### src/rtl/ltbr_pkg.sv
// shared types, constants and codes for the label table offset resolver
package ltbr_pkg;

	localparam int NUM_BUCKETS       = 256;
	localparam int BKT_W             = 8;
	localparam int BUCKET_DEPTH_DEF  = 128;

	localparam logic [1:0] CMD_DEFINE  = 2'd0;
	localparam logic [1:0] CMD_RESOLVE = 2'd1;
	localparam logic [1:0] CMD_CLEAR   = 2'd2;

	localparam logic [1:0] ST_OK        = 2'd0;
	localparam logic [1:0] ST_DUPLICATE = 2'd1;
	localparam logic [1:0] ST_UNKNOWN   = 2'd2;
	localparam logic [1:0] ST_FULL      = 2'd3;

	localparam logic [15:0] MASK_WIDE   = 16'h07ff;
	localparam logic [15:0] MASK_NARROW = 16'h01ff;

	typedef struct packed {
		logic [1:0]  command;
		logic [63:0] label_key;
		logic [15:0] address;
		logic [15:0] base_word;
		logic        wide_offset;
	} req_t;

	typedef struct packed {
		logic [15:0] word;
		logic [1:0]  status;
	} rsp_t;

	typedef struct packed {
		logic [63:0] key;
		logic [15:0] target;
	} entry_t;

	localparam int ENTRY_W = $bits(entry_t);

	typedef enum logic [1:0] {
		S_IDLE,
		S_COUNT,
		S_SCAN,
		S_FINISH
	} state_t;

	// controller to datapath
	typedef struct packed {
		logic load;
		logic start;
		logic scan;
		logic commit;
	} ctrl_cmd_t;

	// datapath to controller
	typedef struct packed {
		logic skip;
		logic hit;
		logic done;
	} dp_status_t;

endpackage

### src/rtl/ltbr_ctrl.sv
// controller state machine for the label table offset resolver
module ltbr_ctrl (
	input  logic                   clk,
	input  logic                   arst_n,
	input  logic                   req_valid,
	output logic                   req_stall,
	output logic                   rsp_valid,
	input  logic                   rsp_stall,
	input  ltbr_pkg::dp_status_t   st,
	output ltbr_pkg::ctrl_cmd_t    cmd
);

	ltbr_pkg::state_t state_q, state_d;
	logic rsp_valid_q;
	logic out_free;

	assign out_free  = !rsp_valid_q || !rsp_stall;
	assign req_stall = (state_q != ltbr_pkg::S_IDLE);
	assign rsp_valid = rsp_valid_q;

	always_comb begin
		state_d = state_q;
		case (state_q)
			ltbr_pkg::S_IDLE: begin
				if (req_valid) begin
					state_d = ltbr_pkg::S_COUNT;
				end
			end
			ltbr_pkg::S_COUNT: begin
				state_d = st.skip ? ltbr_pkg::S_FINISH : ltbr_pkg::S_SCAN;
			end
			ltbr_pkg::S_SCAN: begin
				if (st.hit || st.done) begin
					state_d = ltbr_pkg::S_FINISH;
				end
			end
			ltbr_pkg::S_FINISH: begin
				if (out_free) begin
					state_d = ltbr_pkg::S_IDLE;
				end
			end
			default: state_d = ltbr_pkg::S_IDLE;
		endcase
	end

	always_comb begin
		cmd = '0;
		case (state_q)
			ltbr_pkg::S_IDLE:   cmd.load   = req_valid;
			ltbr_pkg::S_COUNT:  cmd.start  = 1'b1;
			ltbr_pkg::S_SCAN:   cmd.scan   = 1'b1;
			ltbr_pkg::S_FINISH: cmd.commit = out_free;
			default:            cmd        = '0;
		endcase
	end

	always_ff @(posedge clk or negedge arst_n) begin
		if (!arst_n) begin
			state_q     <= ltbr_pkg::S_IDLE;
			rsp_valid_q <= 1'b0;
		end else begin
			state_q <= state_d;
			if (cmd.commit) begin
				rsp_valid_q <= 1'b1;
			end else if (!rsp_stall) begin
				rsp_valid_q <= 1'b0;
			end
		end
	end

	a_accept_to_count: assert property (@(posedge clk) disable iff (!arst_n)
		(req_valid && !req_stall) |=> (state_q == ltbr_pkg::S_COUNT))
		else $error("accepted transfer did not start a count read");

	a_commit_free: assert property (@(posedge clk) disable iff (!arst_n)
		cmd.commit |-> (!rsp_valid_q || !rsp_stall))
		else $error("result committed over a held transfer");

	a_rsp_after_finish: assert property (@(posedge clk) disable iff (!arst_n)
		$rose(rsp_valid_q) |-> $past(state_q == ltbr_pkg::S_FINISH))
		else $error("result raised outside finish");

endmodule

### config.mk
export PLATFORM = sky130hd
export DESIGN_NAME = ltbr_ctrl
export DESIGN_NICKNAME = d
export VERILOG_FILES = /design/src/rtl/ltbr_pkg.sv /design/src/rtl/ltbr_ctrl.sv
export SDC_FILE = /design/constraint.sdc
export NUM_CORES = 1
export LEC_CHECK = 0
export ABC_AREA = 0
export ABC_CLOCK_PERIOD_IN_PS = 2300
export BUFFER_PORTS_ARGS = -buffer_cell sky130_fd_sc_hd__buf_4
export CAP_MARGIN = 15
export CORE_AREA = 4 4 41 43
export CTS_CLUSTER_DIAMETER = 200
export DETAILED_ROUTE_END_ITERATION = 6
export DIE_AREA = 0 0 45 47
export GPL_ROUTABILITY_DRIVEN = 0
export PLACE_DENSITY_LB_ADDON = 0.12
export SETUP_SLACK_MARGIN = 0.3
export SYNTH_ARGS = -nofsm -noshare
export SYNTH_HDL_FRONTEND = slang
export SYNTH_SLANG_ARGS = --single-unit
### constraint.sdc
create_clock -name clk -period 2.3 [get_ports clk]
set_input_delay 0.115 -clock clk [delete_from_list [all_inputs] [get_ports clk]]
set_output_delay 0.115 -clock clk [all_outputs]
set_load 0.02 [all_outputs]
==> results of run 1 <==
[registers in the layout, summed over array words and instances, names as in the netlist]
signal	flops
rsp_valid	1
state_q	2
[area by class of cell]
class	count	area, um2	area share, %
Inverter	3	11.3	2.79
Timing Repair Buffer	13	100	24.8
Clock buffer	4	26.3	6.50
Multi-Input combinational cell	15	173	42.7
Sequential cell	3	75.1	18.6
Tap cell	15	18.8	4.64
[worst register-to-register path: stages, from the launching register on]
cell	delay, ps
dfrtp_1	400
inv_1	140
ha_1	240
nand2b_4	70
o221ai_4	190
mux2_4	320
[synth_stat cells]
master | count | area (um2)
a211oi_1 | 1 | 7.51
a21boi_1 | 1 | 7.51
a21o_1 | 1 | 7.51
and2_1 | 1 | 6.26
and3_1 | 1 | 6.26
dfrtp_1 | 3 | 75.1
ha_1 | 5 | 62.6
inv_1 | 3 | 11.3
mux2_4 | 1 | 15.0
mux2i_1 | 1 | 10.0
nand2b_4 | 1 | 13.8
nand3_2 | 1 | 10.0
o221ai_4 | 1 | 26.3
[layer usage]
| metal | routed length, um | part of all wire [%] | vias to the layer above |
|---|---|---|---|
| met5 | 0 | 0 | - |
| met1 | 219 | 39 | 94 |
| met2 | 266 | 48 | 9 |
| met3 | 75 | 13 | 0 |
| li1 | - | - | 106 |
| met4 | 0 | 0 | 0 |
[where the power goes]
| part | internal (mW) | switching, mW |
|---|---|---|
| clock network | 0.0651 | 0.0293 |
| logic | 0.176 | 0.182 |
| registers | 0.0824 | 0.0322 |
| total | 0.323 | 0.244 |
[kinds of logic after synthesis]
| kind of cell | count (synthesis) |
|---|---|
| DFF | 3 |
| muxes | 2 |
| and+or+nand+nor | 4 |
| AOI/OAI and AO/OA | 4 |
| buffers and inverters | 3 |
| adders and majority gates | 5 |
[through the flow]
stage | util, % | instances | area, um2 | hold slack, ps
final | 31.1 | 53 | 404 | 114
after global routing | 31.1 | 53 | 404 | 105
after CTS | 31.1 | 53 | 404 | 109
after detailed placement | 28.3 | 48 | 368 | -91.3
after global placement | 28.3 | 48 | 368 | -90.1
after floorplan | - | 21 | 259 | -181
[how the worst min path moves through the flow]
| stage | endpoint | slack (ps) | depth (start not counted) |
|---|---|---|---|
| after floorplan | rsp_valid | -180 | 0 |
| after global placement | state_q[0] | -90 | 1 |
| after detailed placement | state_q[0] | -90 | 1 |
| after CTS | rsp_valid | 110 | 2 |
| after global routing | rsp_valid | 110 | 2 |
| final | rsp_valid | 110 | 2 |
[timing repair]
item                       4_1_cts  5_1_grt
setup endpoints to repair        0        0
setup buffers                    0        0
hold buffers                     1        0
hold endpoints to repair         3        0
gates resized for setup          0        0
==> results.tsv, run 1 <==
stage	metric	value	unit
run_status	status	complete, no violations	
timing	final setup vio count	0	
placed_design	Post-DP HPWL	465	um
logic_synthesis	Post-Synth Simple-Gate Area	14.0	%
worst_setup_path	CP bufs+invs	1	
timing	setup ws final	822	ps
worst_setup_path	r2r startpoint	state_q[0]	
global_route	grt peak-use layer	met2	
global_route	initial antenna violation count	0	
worst_setup_path	CP arrival	1600	ps
worst_setup_path	worst r2r dst	state_q[1]	
floorplanning	Core Footprint	0.00130	mm2
worst_setup_path	CP Cell Sequence	inv_1 -> ha_1 -> nand2b_4 -> o221ai_4 -> mux2_4	
min_path	min-delay worst type	in -> reg	
worst_setup_path	CP startpoint	state_q[0]	
worst_setup_path	CP Data Required Time	2420	ps
cts	root buffer cell	clkbuf_4	
routing	final routed DRC violation total	0	
placed_design	Setup WS pre-CTS	808	ps
logic_synthesis	Compound-Gate Fraction of Synth Area	18.8	%
layout	# fillers	143	
timing	crit path time final	1480	ps
cts	clock insertion delay at the later pin of the skew report	240	ps
min_path	HP Start	rsp_stall	
logic_synthesis	multiplexer share of the synthesized area	9.66	%
routing	Routed WL per cell	10.6	um
timing	f_max	0.677	GHz
worst_setup_path	WS Path Type	reg -> reg	
global_route	number of global-route vias before repair	234	
layout	Area Growth Syn to Fin	56.0	%
logic_synthesis	Cell Area, Synth	259	um2
logic_synthesis	largest family of logic cells by synthesized area	adder cells	
worst_setup_path	Setup crit end	state_q[1]	
worst_setup_path	FF-to-FF setup slack	820	ps
flow_run	max_cap viols	0	
floorplanning	I/O Pins	13	
logic_synthesis	register area share after synthesis	29.0	%
global_route	GRT overflow	0	
floorplanning	die width	45	um
logic_synthesis	xor/xnor share of the synthesized area	0	%
layout	# nets final	51	
worst_setup_path	Largest delay share family, worst path	flip-flops	
layout	commonest non-fill, non-tap cells in the layout	buf_4 (12), ha_1 (5), inv_1 (3), clkbuf_4 (3), dfrtp_1 (3)	
timing	setup TNS	0	ps
worst_setup_path	slowest stage delay, CP	400	ps
global_route	Total GRT Usage	7.76	%
floorplanning	# rows	13	
global_route	met2 usage	10.7	%
cts	Clock transition at path regs	40	ps
timing	RSZ-0062 raised after global routing	no	
routing	vias per inst	3.94	
global_route	met1 Use GR	8.24	%
floorplanning	Die Height	47	um
timing	Final Hold Viols	0	
worst_setup_path	Critical Path End Type	flip-flop	
cts	CTS max path bufs	2	
placed_design	buffers added on ports	12	
worst_setup_path	slowest cell on the critical path	dfrtp_1	
layout	ratio of cells with drive above 1 in the final layout	50.0	%
worst_setup_path	reg2reg path depth	5	
cts	CTS tree	built	
global_route	largest net degree at the start of global routing	6	
routing	DRT Pass-1 Iters	3	
logic_synthesis	Synth Area in Adders	24.2	%
timing	Worst slew margin	86.9	%
worst_setup_path	startpoint types	flip-flop	
floorplanning	Starting Density	19.9	%
worst_setup_path	Stages on worst setup path	5	
cts	TritonCTS Buffers	3	
timing	Max Transition Viols Final	0	
logic_synthesis	Mapped Cells	21	
routing	vias	209	
logic_synthesis	synth warn	0	
power	Pwr Total	0.567	mW
power	Peak VDD IR	0.556	mV
logic_synthesis	Synth cell types	13	
logic_synthesis	Syn Nets	33	
timing	worst-margin pin slew	196	ps
layout	commonest non-fill, non-tap cell in the layout	buf_4	
logic_synthesis	flops & latches, synth	3	
routing	DRT Wirelength	560	um
power	pwr/cell area	1400	mW/mm2
global_route	first-pass GRT wire length	1.07	mm
power	leakage	0.211	nW
worst_setup_path	Crit Path Max Fanout	5	
timing	Worst Skew	4.67	ps
logic_synthesis	synthesized area per cell	12.3	um2
floorplanning	die area	0.00212	mm2
cts	Clock Sinks	3	
global_route	M3 GR Usage	6.90	%
layout	ant diodes	0	
routing	DRT antenna net count	0	
cts	H-Tree Depth	1	
timing	Period Utilization, post-route	64.3	%
routing	Detailed Route Iter0 Violations	2	
(Power assumes the default switching activity.)
==> run 2, diff against run 1 <==
--- a/config.mk
+++ b/config.mk
@@ -6,7 +6,7 @@
 export NUM_CORES = 1
 export LEC_CHECK = 0
 export ABC_AREA = 0
-export ABC_CLOCK_PERIOD_IN_PS = 2300
+export ABC_CLOCK_PERIOD_IN_PS = 1500
 export BUFFER_PORTS_ARGS = -buffer_cell sky130_fd_sc_hd__buf_4
 export CAP_MARGIN = 15
 export CORE_AREA = 4 4 41 43
==> constraint.sdc (replaced) <==
create_clock -name clk -period 1.5 [get_ports clk]
set_input_delay 0.075 -clock clk [delete_from_list [all_inputs] [get_ports clk]]
set_output_delay 0.075 -clock clk [all_outputs]
set_load 0.02 [all_outputs]
==> run 2 against run 1 <==
Net effect: worst hold slack got worse by 29 ps; critical path depth did not move; maximum frequency rose by 10%; design area rose by 25%; count of clock-buffer cells in the layout did not move; cell count rose by 11%; flip-flop and latch count did not move; first-iteration DRC count rose by 100%; largest cell class unchanged.
==> results.tsv, run 2 (synthesized netlist as in run 1, its figures left out) <==
stage	metric	value	unit
cts	TritonCTS Buffers	3	
layout	max reg flops	2	
timing	Final Hold Viols	0	
global_route	number of global-route vias before repair	274	
layout	ant diodes	0	
cts	H-Tree Depth	1	
routing	DRT Pass-1 Iters	4	
timing	f_max	0.744	GHz
run_status	status	complete, no violations	
placed_design	placed cell areas	380	um2
timing	RSZ-0062 raised after global routing	yes	
flow_run	max_cap viols	0	
power	Peak VDD IR	0.840	mV
global_route	GRT overflow	0	
layout	post-route cell area	507	um2
layout	Most flops, register	state_q	
floorplanning	# rows	13	
global_route	largest net degree at the start of global routing	6	
global_route	initial antenna violation count	0	
layout	Area Growth Syn to Fin	95.7	%
floorplanning	Die Height	47	um
routing	final routed DRC violation total	0	
floorplanning	die width	45	um
global_route	first-pass GRT wire length	1.01	mm
power	pwr/cell area	2260	mW/mm2
worst_setup_path	FF-to-FF setup slack	160	ps
power	Pwr Total	1.15	mW
worst_setup_path	slowest cell on the critical path	dfrtp_2	
layout	commonest non-fill, non-tap cell in the layout	buf_4	
placed_design	buffers added on ports	12	
cts	CTS max path bufs	2	
min_path	min-delay worst type	in -> reg	
routing	DRT Wirelength	637	um
worst_setup_path	WS Path Type	reg -> reg	
worst_setup_path	CP bufs+invs	2	
cts	root buffer cell	clkbuf_4	
worst_setup_path	Critical Path End Type	flip-flop	
placed_design	Post-DP HPWL	449	um
floorplanning	Starting Density	19.9	%
placed_design	Setup WS pre-CTS	76.0	ps
global_route	Total GRT Usage	6.81	%
timing	Period Utilization, post-route	89.6	%
timing	setup TNS	0	ps
cts	Clock transition at path regs	30	ps
timing	worst-margin pin slew	181	ps
layout	# nets final	57	
worst_setup_path	Crit Path Max Fanout	4	
timing	setup ws final	156	ps
worst_setup_path	CP arrival	1450	ps
power	leakage	0.241	nW
placed_design	dpl cells	48	
routing	Detailed Route Iter0 Violations	4	
worst_setup_path	CP Cell Sequence	inv_2 -> ha_4 -> inv_4 -> o221ai_4 -> mux2_4	
routing	vias	241	
timing	Max Transition Viols Final	0	
worst_setup_path	CP Data Required Time	1610	ps
timing	final setup vio count	0	
timing	crit path time final	1340	ps
cts	CTS tree	built	
worst_setup_path	startpoint types	flip-flop	
worst_setup_path	Largest delay share family, worst path	flip-flops	
layout	commonest non-fill, non-tap cells in the layout	buf_4 (15), ha_4 (3), clkbuf_4 (3), buf_6 (3)	
routing	DRT antenna net count	0	
cts	Clock Sinks	3	
worst_setup_path	slowest stage delay, CP	420	ps
floorplanning	I/O Pins	13	
floorplanning	die area	0.00212	mm2
routing	vias per inst	4.08	
layout	ratio of cells with drive above 1 in the final layout	75.0	%
routing	Routed WL per cell	10.8	um
timing	Worst slew margin	87.9	%
layout	Non-Filler Instances	59	
timing	Worst Skew	0.408	ps
cts	clock insertion delay at the later pin of the skew report	230	ps
floorplanning	Core Footprint	0.00130	mm2
-- run 2: changes by cell type in the layout (fill, tap and decap cells not counted) --
| cell | previous run | this run |
|---|---|---|
| dfrtp_1 | 3 | 2 |
| buf_4 | 12 | 15 |
| inv_2 | 0 | 2 |
| a211oi_2 | 0 | 1 |
| inv_1 | 3 | 0 |
| ha_1 | 5 | 2 |
| dfrtp_2 | 0 | 1 |
| inv_4 | 0 | 1 |
| buf_6 | 0 | 3 |
| a211oi_1 | 1 | 0 |
| ha_4 | 0 | 3 |
-- run 2: per-layer routing --
| metal | up-vias | routed length, um | share of wire (%) | track usage (%) |
|---|---|---|---|---|
| li1 | 119 | - | - | - |
| met1 | 115 | 228 | 36 | 7.32 |
| met2 | 7 | 354 | 56 | 11.6 |
| met3 | 0 | 54 | 8.5 | 1.53 |
| met4 | 0 | 0 | 0 | 5.26 |
| met5 | - | 0 | 0 | 0 |
-- run 2: timing repair --
| item | in CTS | in global routing |
|---|---|---|
| endpoints found under the setup margin | 6 | 6 |
| buffers inserted | 4 | 2 |
| hold buffers | 1 | 0 |
| resized for setup | 7 | 3 |
| pin swaps | 2 | 1 |
| hold endpoints to repair | 3 | 0 |
-- run 2: power breakdown --
part / total, mW / switching, mW / internal [mW]
Clock: 0.136 / 0.0370 / 0.0994
Sequential: 0.177 / 0.0474 / 0.129
Combinational: 0.834 / 0.382 / 0.452
Total: 1.15 / 0.466 / 0.680
-- run 2: worst paths after layout --
| path | to | from | cells after the start |
|---|---|---|---|
| setup / recovery | state_q[1] | state_q[1] | 5 |
| setup reg to reg | state_q[1] | state_q[1] | 5 |
| min in group asynchronous | state_q[1] | arst_n | 2 |
| hold reg to reg | rsp_valid | rsp_valid | 1 |
| hold / removal | rsp_valid | rsp_stall | 2 |
| max in group asynchronous | state_q[1] | arst_n | 2 |
-- run 2: per-stage QoR --
stage | hold slack [ps] | utilization [%]
final | 85.2 | 38.9
after global routing | 81.6 | 38.9
after CTS | 80.7 | 36.9
after detailed placement | -135 | 29.2
after global placement | -136 | 29.2
after floorplan | -221 | -
-- run 2: cell type report --
class	count	area (um2)
inverter	3	13.8
tap	15	18.8
clock buffer	4	26.3
sequential	3	76.3
timing repair buffer	19	156
multi-input combinational	15	215
fill	136	795
-- run 2: worst register-to-register path, cell delays in order (launching register included) --
cell and delay (ps):
dfrtp_2 420, inv_2 100, ha_4 150, inv_4 40, o221ai_4 190, mux2_4 320
==> run 3, diff against run 2 <==
--- a/config.mk
+++ b/config.mk
@@ -15,6 +15,7 @@
 export DIE_AREA = 0 0 45 47
 export GPL_ROUTABILITY_DRIVEN = 0
 export PLACE_DENSITY_LB_ADDON = 0.12
+export REMOVE_ABC_BUFFERS = 1
 export SETUP_SLACK_MARGIN = 0.3
 export SYNTH_ARGS = -nofsm -noshare
 export SYNTH_HDL_FRONTEND = slang
==> run 3 against run 2 <==
Net effect: sequential power grew 2%; largest cell class unchanged; setup slack worse by 2.3 ps; maximum frequency is 0.17% lower; die area did not move; via count down 6.6%; critical path type unchanged.
==> results.tsv, run 3 (synthesized netlist as in run 1, its figures left out) <==
stage	metric	value	unit
floorplanning	Die Height	47	um
worst_setup_path	startpoint types	flip-flop	
global_route	first-pass GRT wire length	1.07	mm
cts	root buffer cell	clkbuf_4	
layout	max reg flops	2	
worst_setup_path	CP arrival	1460	ps
power	pwr/cell area	2250	mW/mm2
run_status	status	complete, no violations	
cts	CTS max path bufs	2	
routing	DRT Pass-1 Iters	1	
timing	RSZ-0062 raised after global routing	yes	
timing	worst-margin pin slew	197	ps
floorplanning	Starting Density	19.9	%
layout	ant diodes	0	
routing	final routed DRC violation total	0	
worst_setup_path	slowest stage delay, CP	370	ps
cts	H-Tree Depth	1	
floorplanning	# rows	13	
timing	crit path time final	1350	ps
flow_run	max_cap viols	0	
layout	Non-Filler Instances	57	
global_route	GRT overflow	0	
worst_setup_path	Largest delay share family, worst path	flip-flops	
timing	Final Hold Viols	0	
cts	Clock Sinks	3	
worst_setup_path	CP Cell Sequence	buf_4 -> ha_2 -> nand3_2 -> o221ai_4 -> mux2_4	
routing	Routed WL per cell	11.4	um
routing	met1 WL	206	um
routing	vias	225	
layout	commonest non-fill, non-tap cell in the layout	buf_4	
cts	TritonCTS Buffers	3	
worst_setup_path	slowest cell on the critical path	dfrtp_1	
global_route	largest net degree at the start of global routing	5	
power	leakage	0.230	nW
timing	WHS	83.9	ps
routing	DRT Wirelength	648	um
routing	Detailed Route Iter0 Violations	0	
routing	met2 WL	397	um
floorplanning	die width	45	um
cts	CTS tree	built	
timing	Worst slew margin	86.9	%
placed_design	Post-DP HPWL	490	um
global_route	Total GRT Usage	7.36	%
placed_design	dpl cells	49	
timing	final setup vio count	0	
routing	top routing layer used	met3	
cts	clock insertion delay at the later pin of the skew report	230	ps
cts	Clock transition at path regs	40	ps
placed_design	buffers added on ports	12	
global_route	number of global-route vias before repair	271	
layout	Most flops, register	state_q	
timing	f_max	0.743	GHz
worst_setup_path	WS Path Type	reg -> reg	
layout	final core area utilization	37.0	%
routing	metal3 WL	45	um
timing	Worst Skew	3.15	ps
routing	vias per inst	3.95	
worst_setup_path	Crit Path Max Fanout	3	
floorplanning	I/O Pins	13	
layout	area of the multi-input gates	211	um2
layout	Area Growth Syn to Fin	86.0	%
floorplanning	Core Footprint	0.00130	mm2
floorplanning	die area	0.00212	mm2
worst_setup_path	Critical Path End Type	flip-flop	
layout	# fillers	150	
timing	Max Transition Viols Final	0	
timing	Period Utilization, post-route	89.7	%
power	Peak VDD IR	0.676	mV
routing	DRT antenna net count	0	
layout	# nets final	55	
power	Pwr Total	1.08	mW
worst_setup_path	CP bufs+invs	1	
layout	ratio of cells with drive above 1 in the final layout	78.6	%
layout	commonest non-fill, non-tap cells in the layout	buf_4 (14), inv_2 (3), clkbuf_4 (3)	
min_path	min-delay worst type	in -> reg	
global_route	initial antenna violation count	0	
layout	Reg area	76.3	um2
worst_setup_path	CP Data Required Time	1610	ps
==> run 3: power breakdown <==
part / leakage, nW / internal (mW) / switching (mW)
sequential: 0.0346 / 0.129 / 0.0516
combinational: 0.180 / 0.409 / 0.355
clock: 0.0150 / 0.0996 / 0.0408
total: 0.230 / 0.638 / 0.447
==> run 3: repair_timing <==
item,CTS,global route
hold buffers,1,0
endpoints found under the setup margin,6,6
resized for setup,12,2
buffers inserted,3,0
hold endpoints to repair,3,0
pin swaps,2,2
==> run 3: metal layers <==
metal	track usage (%)	vias up
li1	-	115
met1	6.64	104
met2	13.3	6
met3	1.92	0
met4	7.02	0
met5	0	-
==> run 3: final timing paths <==
path | start | end | slack [ps] | cells past startpoint
worst max-delay path | state_q[0] | state_q[1] | 150 | 5
max in group asynchronous | arst_n | state_q[1] | 1230 | 2
worst max register to register | state_q[0] | state_q[1] | 150 | 5
worst min register to register | rsp_valid | rsp_valid | 560 | 1
worst min-delay path | rsp_stall | rsp_valid | 80 | 2
min in group asynchronous | arst_n | state_q[1] | 170 | 2
==> run 3: final cells by class <==
| class | count | area share [%] |
|---|---|---|
| clock buffers | 4 | 5.45 |
| inverters | 3 | 2.34 |
| multi-input cells | 15 | 43.9 |
| flip-flops and latches | 3 | 15.8 |
| well taps | 15 | 3.90 |
| repair buffers | 17 | 28.6 |
==> run 3: metrics by stage <==
stage | setup slack (ps) | cell area (um2) | setup TNS [ps]
floorplan | -42.9 | 259 | -42.9
global placement | 61.6 | 375 | 0
finish | 154 | 482 | 0
global route | 95.3 | 482 | 0
detailed placement | 52.7 | 375 | 0
CTS | 136 | 474 | 0
